### src/hdl/psf_ram.sv
`timescale 1ns / 1ps
`default_nettype none
// ----------------------------------------------------------------------------
// psf_ram
// Generic RAM: one write port, one read port, registered read data.
// ----------------------------------------------------------------------------
module psf_ram #(
    parameter int WIDTH = 16,
    parameter int DEPTH = 64
) (
    input  wire logic                     clk,
    input  wire logic                     we,
    input  wire logic [$clog2(DEPTH)-1:0] waddr,
    input  wire logic [WIDTH-1:0]         wdata,
    input  wire logic [$clog2(DEPTH)-1:0] raddr,
    output logic      [WIDTH-1:0]         rdata
);
    logic [WIDTH-1:0] mem [DEPTH];

    always_ff @(posedge clk)
    begin
        if (we)
        begin
            mem[waddr] <= wdata;
        end
        rdata <= mem[raddr];
    end
endmodule
`default_nettype wire

### config.mk
export PLATFORM = sky130hd
export DESIGN_NAME = psf_ram
export DESIGN_NICKNAME = d
export VERILOG_FILES = /design/src/hdl/psf_ram.sv
export SDC_FILE = /design/constraint.sdc
export NUM_CORES = 1
export LEC_CHECK = 0
export ABC_AREA = 1
export BUFFER_PORTS_ARGS = -buffer_cell sky130_fd_sc_hd__buf_2
export CAP_MARGIN = 20
export CORE_ASPECT_RATIO = 1.25
export CORE_MARGIN = 4
export CORE_UTILIZATION = 35
export DETAILED_ROUTE_END_ITERATION = 8
export SYNTH_ARGS = -nofsm -noshare
export SYNTH_HDL_FRONTEND = slang
export SYNTH_SLANG_ARGS = --single-unit
### constraint.sdc
create_clock -name clk -period 4.5 [get_ports clk]
set_input_delay 0.225 -clock clk [delete_from_list [all_inputs] [get_ports clk]]
set_output_delay 0.225 -clock clk [all_outputs]
set_load 0.005 [all_outputs]
==> impl_metrics.toml <==
[run_status]
status = "finished clean"

[sta]
final.period_utilization_pct = 53.6
worst_pin_slew_ns = 1.13
drv_slew = 0
skew_ns = 0.0299
relSlewSlack_pct = 24.4
fin_crit_ns = 2.41
rsz0062_at_grt = "false"
fin_tns_setup_ns = 0
setup_viol = 0
hold_viol_final = 0
max_freq_mhz = 414

[floorplanning]
coreArea_um2 = 120000
ios = 46
initial_core_util_pct = 35.2
die_width_um = 318
die_h_um = 396
rows = 142
die_area_um2 = 126000

[placed_design]
post-dp-hpwl_um = 63800
routabilityCongestion = 0.841
io_buffers = 45
dpl.cell_count = 5029

[worst_setup_path]
end_kind = "flop"
slowest_delay_ns = 0.47
rr_worst_depth = 8
worst-setup-path-type = "input pin to flop"
required_ns = 5.09
slowest_stage = "buf_12"
crit_path_max_fanout = 199
startpoint_type = "input pin"
crit_path_cell_trace = "buf_8 -> inv_16 -> buf_12 -> nand2_1 -> nand3_1 -> nand3_1 -> nand2_1 -> nand2_1 -> nand3_1 -> nand3_1 -> nand2_1"
cp.arrival_ns = 3.01

[clock_network]
root_buffer = "clkbuf_16"
cts_max_level = 3
cts_buffers = 94
clk_pin_slew_ns = 0.06
cts_max_path_buffers = 3
cts_resized = 0
cts_setup_buffers = 0
cts_tree = "yes"
clock-sinks = 1040
clk_latency_ns = 0.71

[pwr]
p_per_area_nw_per_um2 = 431
p_seq_share_pct = 53.0
p_int_mw = 15.6
switching_share_pct = 23.0
p_sw_mw = 4.66
clkPwrFrac_pct = 40.8
p_leak_nw = 16.7
combPwrFrac_pct = 6.2
ir_drop_mv = 0.279

[yosys]
synth_cells = 3517
ys_warn_count = 0
yosys.area.top_type = "edfxtp_1"
synth_compound_area_share_pct = 0
synthDistinctLibCells = 16
synth_area_leaders = "edfxtp_1, nand2_1, nand3_1"
muxShareOfSynthArea_pct = 0
ys_seq_elements = 1040
synth-adder-area-share_pct = 0
synth_top_family_by_area = "simple AND/OR/NAND/NOR gates"
syn_nets = 3547
yosysTopAreaCellShare_pct = 73.0
ys_seq_area_share_pct = 73.8
synthXorXnorAreaFrac_pct = 0
yosys.area_share.simple_pct = 22.7
syn_area_per_cell_um2 = 12.0
syn_area_um2 = 42100

[global_route]
grt_pass1_wl_um = 172000
grt_use_met3_pct = 2.69
grt_max_degree = 200
grt_pass1_vias = 25600
overflow = 0
busiest_layer = "met2"
use_met2_pct = 30.5
antenna_found_initial = 11
grt_use_total_pct = 18.1
grtUsageMet1_pct = 23.3

[run]
drv_cap = 0

[final_layout]
num-fill-cells = 11300
nets = 3573
drive_above_1_share_pct = 8.64
fin_cells = 5212
multiInputGateArea_um2 = 9590
area_growth_pct = 11.9
register_area_um2 = 31100

[route]
via_per_inst = 5.16
drc = 0
finalWirelength_um = 116000
ant_nets = 0
wl_per_cell_um = 22.3
drtPass1Iterations = 6
drtIter0Drc = 2696
vias = 26900

[hold_path]
holdPathStages = 1
hold_class = "input pin to flop"
synthesized netlist by cell type, drive strengths merged:
master  count
nand2    1296
nand3     871
inv        12
edfxtp   1024
clkbuf     26
nor2       56
nand4       9
nor4        8
buf       199
dfxtp      16
path summary, 6_finish.rpt:
path / slack, ns / startpoint / end
min reg2reg: 0.80 / mem[24][6] / rdata[6]
min: 0.07 / wdata[6] / mem[8][6]
max: 2.09 / raddr[0] / rdata[3]
max reg2reg: 2.88 / mem[7][3] / rdata[3]
cell families (layout without fill, tap and decap cells):
logic type	after synthesis	after routing
and+or+nand+nor	2240	2240
other	0	4
DFF	1040	1040
buffers and inverters	237	344
layer usage:
metal | share of wire, % | vias to the layer above
met2 | 49 | 938
met4 | 4.4 | 8
met5 | 0.049 | -
met3 | 6.3 | 219
met1 | 40 | 13300
li1 | - | 12400
state kept, by name, summed over array words and instances (netlist names):
signal / count
mem: 1024
rdata: 16
power groups by stage:
stage | clock [mW] | sequential [mW] | combinational (mW)
after detailed placement | 0 | 11.0 | 1.27
after global routing | 8.81 | 10.8 | 1.38
after global placement | 0 | 11.0 | 1.26
final | 8.28 | 10.8 | 1.26
after floorplan | 0 | 10.9 | 0.717
after CTS | 8.42 | 10.8 | 1.28
stage by stage:
step | total power [mW] | setup WS (ns) | utilization (%) | cell area (µm²) | hold slack (ns)
after floorplan | 11.7 | 1.72 | - | 42100 | 0.324
after global placement | 12.2 | 1.53 | 36.6 | 43900 | 0.634
after detailed placement | 12.2 | 1.53 | 36.6 | 43900 | 0.639
after CTS | 20.5 | 2.29 | 39.3 | 47100 | 0.0134
after global routing | 20.9 | 1.99 | 39.3 | 47100 | 0.0439
final | 20.3 | 2.09 | 39.3 | 47100 | 0.0702
layout by cell type, fill, tap and decap left out, types with 9 or more instances in the layout:
cell,count
clkinv_1,15
nand4_1,9
nor2_1,56
bufinv_16,10
nand3_1,871
buf_4,101
buf_2,42
clkbuf_8,9
nand2_1,1296
edfxtp_1,1024
clkinv_2,20
dfxtp_1,16
clkbuf_16,94
clkbuf_1,14
area by class of cell:
cell class / instances / area share [%]
Clock buffer: 117 / 5.37
Multi-Input combinational cell: 2240 / 20.4
Antenna cell: 4 / 0.0213
Clock inverter: 60 / 1.41
Timing Repair Buffer: 155 / 2.50
Tap cell: 1584 / 4.21
Inverter: 12 / 0.154
Sequential cell: 1040 / 66.0
critical path, delay by kind of cell:
kind                   cells  cell delay (ns)
AND/OR/NAND/NOR            8             1.17
buffers and inverters      3             1.10
what timing repair did:
| action | 4_1_cts | 5_1_grt |
|---|---|---|
| endpoints found under the setup margin | 0 | 0 |
| endpoints found under the hold margin | 10 | 0 |
| hold buffers | 2 | 0 |
Note: power is estimated with default switching activity, not from simulation.
