File: src/hdl/psf_pkg.sv
`timescale 1ns / 1ps
`default_nettype none
// ----------------------------------------------------------------------------
// psf_pkg
// Shared constants, codes and types of the scanline polygon span fill.
// ----------------------------------------------------------------------------
package psf_pkg;

    localparam int PSF_MAX_VERTICES = 64;
    localparam int PSF_COORD_BITS   = 16;
    localparam int MAX_SPANS        = 32;
    localparam int MIN_POLY         = 3;

    // request kinds
    localparam logic [1:0] KIND_CLEAR  = 2'd0;
    localparam logic [1:0] KIND_APPEND = 2'd1;
    localparam logic [1:0] KIND_FILL   = 2'd2;

    typedef enum logic [3:0] {
        ST_IDLE,
        ST_RD0,
        ST_LD0,
        ST_RDN,
        ST_EDGE,
        ST_MUL,
        ST_DSTART,
        ST_DIV,
        ST_RND,
        ST_INS,
        ST_INS_CMP,
        ST_NEXT,
        ST_E_RD0,
        ST_E_RD1,
        ST_E_CHK,
        ST_E_PUT
    } psf_state_t;

    // divider status
    typedef struct packed {
        logic busy;
        logic done;
    } div_stat_t;

endpackage
`default_nettype wire

File: src/hdl/psf_div.sv
`timescale 1ns / 1ps
`default_nettype none
// ----------------------------------------------------------------------------
// psf_div
// Restoring unsigned divider, one quotient bit per cycle.
// ----------------------------------------------------------------------------
module psf_div import psf_pkg::*; #(
    parameter int NW = 32,
    parameter int DW = 16
) (
    input  wire logic          clk,
    input  wire logic          rst_n,
    input  wire logic          start,
    input  wire logic [NW-1:0] num,
    input  wire logic [DW-1:0] den,
    output div_stat_t          stat,
    output logic      [NW-1:0] quot,
    output logic      [DW-1:0] rem
);
    localparam int CNTW = $clog2(NW + 1);

    logic [CNTW-1:0] cnt_reg;
    logic            busy_reg;
    logic            done_reg;
    logic [NW-1:0]   num_reg;
    logic [DW-1:0]   rem_reg;
    logic [DW-1:0]   den_reg;
    logic [DW:0]     trial;
    logic            qbit;
    logic [DW:0]     diff;

    // one shift-subtract step
    always_comb
    begin
        trial = {rem_reg, num_reg[NW-1]};
        diff  = trial - {1'b0, den_reg};
        qbit  = (trial >= {1'b0, den_reg});
    end

    always_ff @(posedge clk or negedge rst_n)
    begin
        if (!rst_n)
        begin
            busy_reg <= 1'b0;
            done_reg <= 1'b0;
            cnt_reg  <= '0;
        end
        else
        begin
            done_reg <= 1'b0;
            if (start)
            begin
                busy_reg <= 1'b1;
                cnt_reg  <= CNTW'(NW);
            end
            else if (busy_reg)
            begin
                cnt_reg <= cnt_reg - 1'b1;
                if (cnt_reg == CNTW'(1))
                begin
                    busy_reg <= 1'b0;
                    done_reg <= 1'b1;
                end
            end
        end
    end

    // datapath
    always_ff @(posedge clk)
    begin
        if (start)
        begin
            num_reg <= num;
            rem_reg <= '0;
            den_reg <= den;
        end
        else if (busy_reg)
        begin
            num_reg <= {num_reg[NW-2:0], qbit};
            rem_reg <= qbit ? diff[DW-1:0] : trial[DW-1:0];
        end
    end

    assign stat.busy = busy_reg;
    assign stat.done = done_reg;
    assign quot      = num_reg;
    assign rem       = rem_reg;
endmodule
`default_nettype wire

File: config.mk
export PLATFORM = sky130hd
export DESIGN_NAME = psf_div
export DESIGN_NICKNAME = d
export VERILOG_FILES = /design/src/hdl/psf_pkg.sv /design/src/hdl/psf_div.sv
export SDC_FILE = /design/constraint.sdc
export NUM_CORES = 1
export LEC_CHECK = 0
export BUFFER_PORTS_ARGS = -buffer_cell sky130_fd_sc_hd__buf_4
export CAP_MARGIN = 20
export CORE_ASPECT_RATIO = 0.5
export CORE_UTILIZATION = 58
export DETAILED_ROUTE_END_ITERATION = 8
export PLACE_DENSITY_LB_ADDON = 0.15
export SYNTH_ARGS = -nofsm -noshare
export SYNTH_HDL_FRONTEND = slang
export SYNTH_SLANG_ARGS = --single-unit
File: constraint.sdc
create_clock -name clk -period 7.25 [get_ports clk]
set_input_delay 1.0875 -clock clk [delete_from_list [all_inputs] [get_ports clk]]
set_output_delay 1.0875 -clock clk [all_outputs]
set_load 0.01 [all_outputs]
==> impl_metrics.toml <==
[cells_and_area]
final_core_util_pct = 76.75
antenna_cells = 0
drive_gt1_share_pct = 35.18
fin_nets = 534
syn2layout_area_growth_pct = 26.76
largest_register_ffs = 32

[clocking]
cts_tree = "done"
cts_made_buffers = 9
cts.path.max_buffers = 2
htree_levels = 3
cts-root-buf = "clkbuf_16"
post-cts-setup-buffers = 0
clock_sinks = 72
clk_latency_ns = 0.35
cts_hold_buffers = 0
clk_pin_slew_ns = 0.06
ctsResizeCount = 0

[die]
core-area_um2 = 6726
die_area_um2 = 7382
io_pins = 101
initial_core_util_pct = 60.55
die_x_um = 120.5
fp.dieH_um = 61.26
fp-row-count = 21

[timing]
tns_ns = 0
min_period_over_period_pct = 39.45
hold_viol = 0
worst_hold_slack_ns = 0.5245
grt_setup_unrepaired = "no"
finalCriticalPeriod_ns = 2.860
slew_violations = 0
relSlewSlack_pct = 37.52
worst_slew_pin_slew_ns = 0.9373
fmax_mhz = 349.6
setup_ws_ns = 4.390
setup_viol = 0
fin_skew_ns = 0.005749

[grt]
grt_pass1_vias = 3171
antenna_found_initial = 0
grt_max_degree = 81
grt_usage_pct = 28.08
overflow = 0
grt_pass1_wl_um = 15450

[route]
wl_per_cell_um = 17.85
drt_iter0_drc = 264
vias_per_cell = 6.018
drtPass1Iterations = 5
antenna_left = 0
routed_wl_um = 10010
num_vias = 3376
route.detailed.drc = 0

[place]
pre_cts_ws_ns = 4.017
gp_routability_congestion = 0.9167
hpwl_um = 6835
io_buffers = 100

[yosys]
yosysMostFrequentCell = "edfxtp_1"
yosys_register_bits = 72
synth.yosys.seq_area_share_pct = 48.17
synthArstFlopShare_pct = 11.11
synth.distinct_cells = 66
yosysTopAreaCell = "edfxtp_1"
synth_cells = 372
yosys.area.top_type_share_pct = 35.39
synth_area_leaders = "edfxtp_1 (35%), mux2_2 (8.8%), dfxtp_1 (7.9%)"
synth_warnings = 0
synth_nets = 442
synth_edf_count = 48
ys_dominant_reg_cell = "edfxtp_1"
syn_area_per_cell_um2 = 10.95
syn_area_um2 = 4073
synth_common_cells = "edfxtp_1 (48), mux2_2 (32), nor2_1 (32)"

[worst_setup_path]
timing.rr.end = "rem[15]$_SDFFE_PP0P_"
r2r_setup_slack_ns = 4.39
cp.required_ns = 7.49
worstSetupStartpointType = "flip-flop"
startpoint = "rem[8]$_SDFFE_PP0P_"
arrival_ns = 3.10
rr_startpoint = "rem[8]$_SDFFE_PP0P_"
reg2regPathDepth = 7
crit_path_end = "rem[15]$_SDFFE_PP0P_"
cp-end-kind = "flip-flop"
path_class = "flip-flop to flip-flop"
path_max_fanout = 13

[power]
power_mw = 1.748
power_density_nw_per_um2 = 338.6
ir_drop_mv = 0.1809
leakage_nw = 2.217

[min_path]
hold_start = "rem[6]$_SDFFE_PP0P_"
min_path_type = "flip-flop to flip-flop"

[run_status]
outcome = "completed"

[flow_run]
max_cap_viol_count = 0
through the flow:
stage | area [um^2] | std cells
2_1_floorplan | 4073 | 372
4_1_cts | 5135 | 560
3_3_place_gp | 4841 | 544
6_report | 5162 | 561
5_1_grt | 5162 | 561
3_5_place_dp | 4841 | 544
power breakdown:
| group | switching, mW | internal [mW] | total (mW) |
|---|---|---|---|
| Clock | 0.178 | 0.267 | 0.445 |
| Sequential | 0.0707 | 0.527 | 0.598 |
| Combinational | 0.388 | 0.317 | 0.705 |
| Total | 0.636 | 1.11 | 1.75 |
area by class of cell:
cell class | count | area [um^2]
Clock buffer | 9 | 225.2
Clock inverter | 7 | 68.82
Sequential cell | 72 | 1962
Multi-Input combinational cell | 257 | 1919
Fill cell | 459 | 1564
Tap cell | 92 | 115.1
Inverter | 21 | 78.83
Timing Repair Buffer | 103 | 793.3
routing by layer:
| layer | global-route usage (%) | vias up | wire (um) |
|---|---|---|---|
| met2 | 46.88 | 141 | 4801 |
| met4 | 10.41 | 0 | 171 |
| li1 | - | 1584 | - |
| met1 | 34.85 | 1633 | 4318 |
| met3 | 9.722 | 18 | 722 |
| met5 | 0 | - | 0 |
worst max-delay path, cell delays in order (launching register included):
cell     delay [ns]
dfxtp_1        0.37
ha_1           0.54
nand4_1        0.21
nor3_2         0.24
nand2_1        0.12
a41oi_2        0.70
nor2_1         0.22
o31ai_1        0.34
placed cells by master (no fill, tap or decap), drive strengths merged, types with 6 or more instances in the layout:
| master | count |
|---|---|
| a21oi | 20 |
| nand4 | 6 |
| mux2 | 32 |
| nand3 | 15 |
| dfxtp | 16 |
| dfrtp | 8 |
| xnor2 | 8 |
| a311oi | 10 |
| ha | 18 |
| clkbuf | 9 |
| edfxtp | 48 |
| buf | 103 |
| o21ai | 13 |
| inv | 24 |
| nor2 | 32 |
| nand2 | 20 |
logic make-up after synthesis:
family / count (synthesis) / synth area share [%]
AND/OR/NAND/NOR: 110 / 14.07
buffers and inverters: 43 / 4.701
XOR/XNOR: 13 / 2.796
AO/OA/AOI/OAI: 83 / 15.39
multiplexers: 32 / 8.848
flip-flops: 72 / 48.17
adder cells (fa/ha/maj): 19 / 6.022
worst min path at each step:
| stage | endpoint | slack, ns | cells after the start |
|---|---|---|---|
| after global placement | rem[3]$_SDFFE_PP0P_ | 0.51 | 2 |
| after floorplan | cnt_reg[4]$_DFFE_PN0P_ | 0.51 | 2 |
| after global routing | cnt_reg[3]$_DFFE_PN0P_ | 0.55 | 1 |
| final | rem[6]$_SDFFE_PP0P_ | 0.52 | 2 |
| after CTS | rem[6]$_SDFFE_PP0P_ | 0.53 | 2 |
| after detailed placement | rem[4]$_SDFFE_PP0P_ | 0.52 | 2 |
Power figures use the tool's default switching activity.
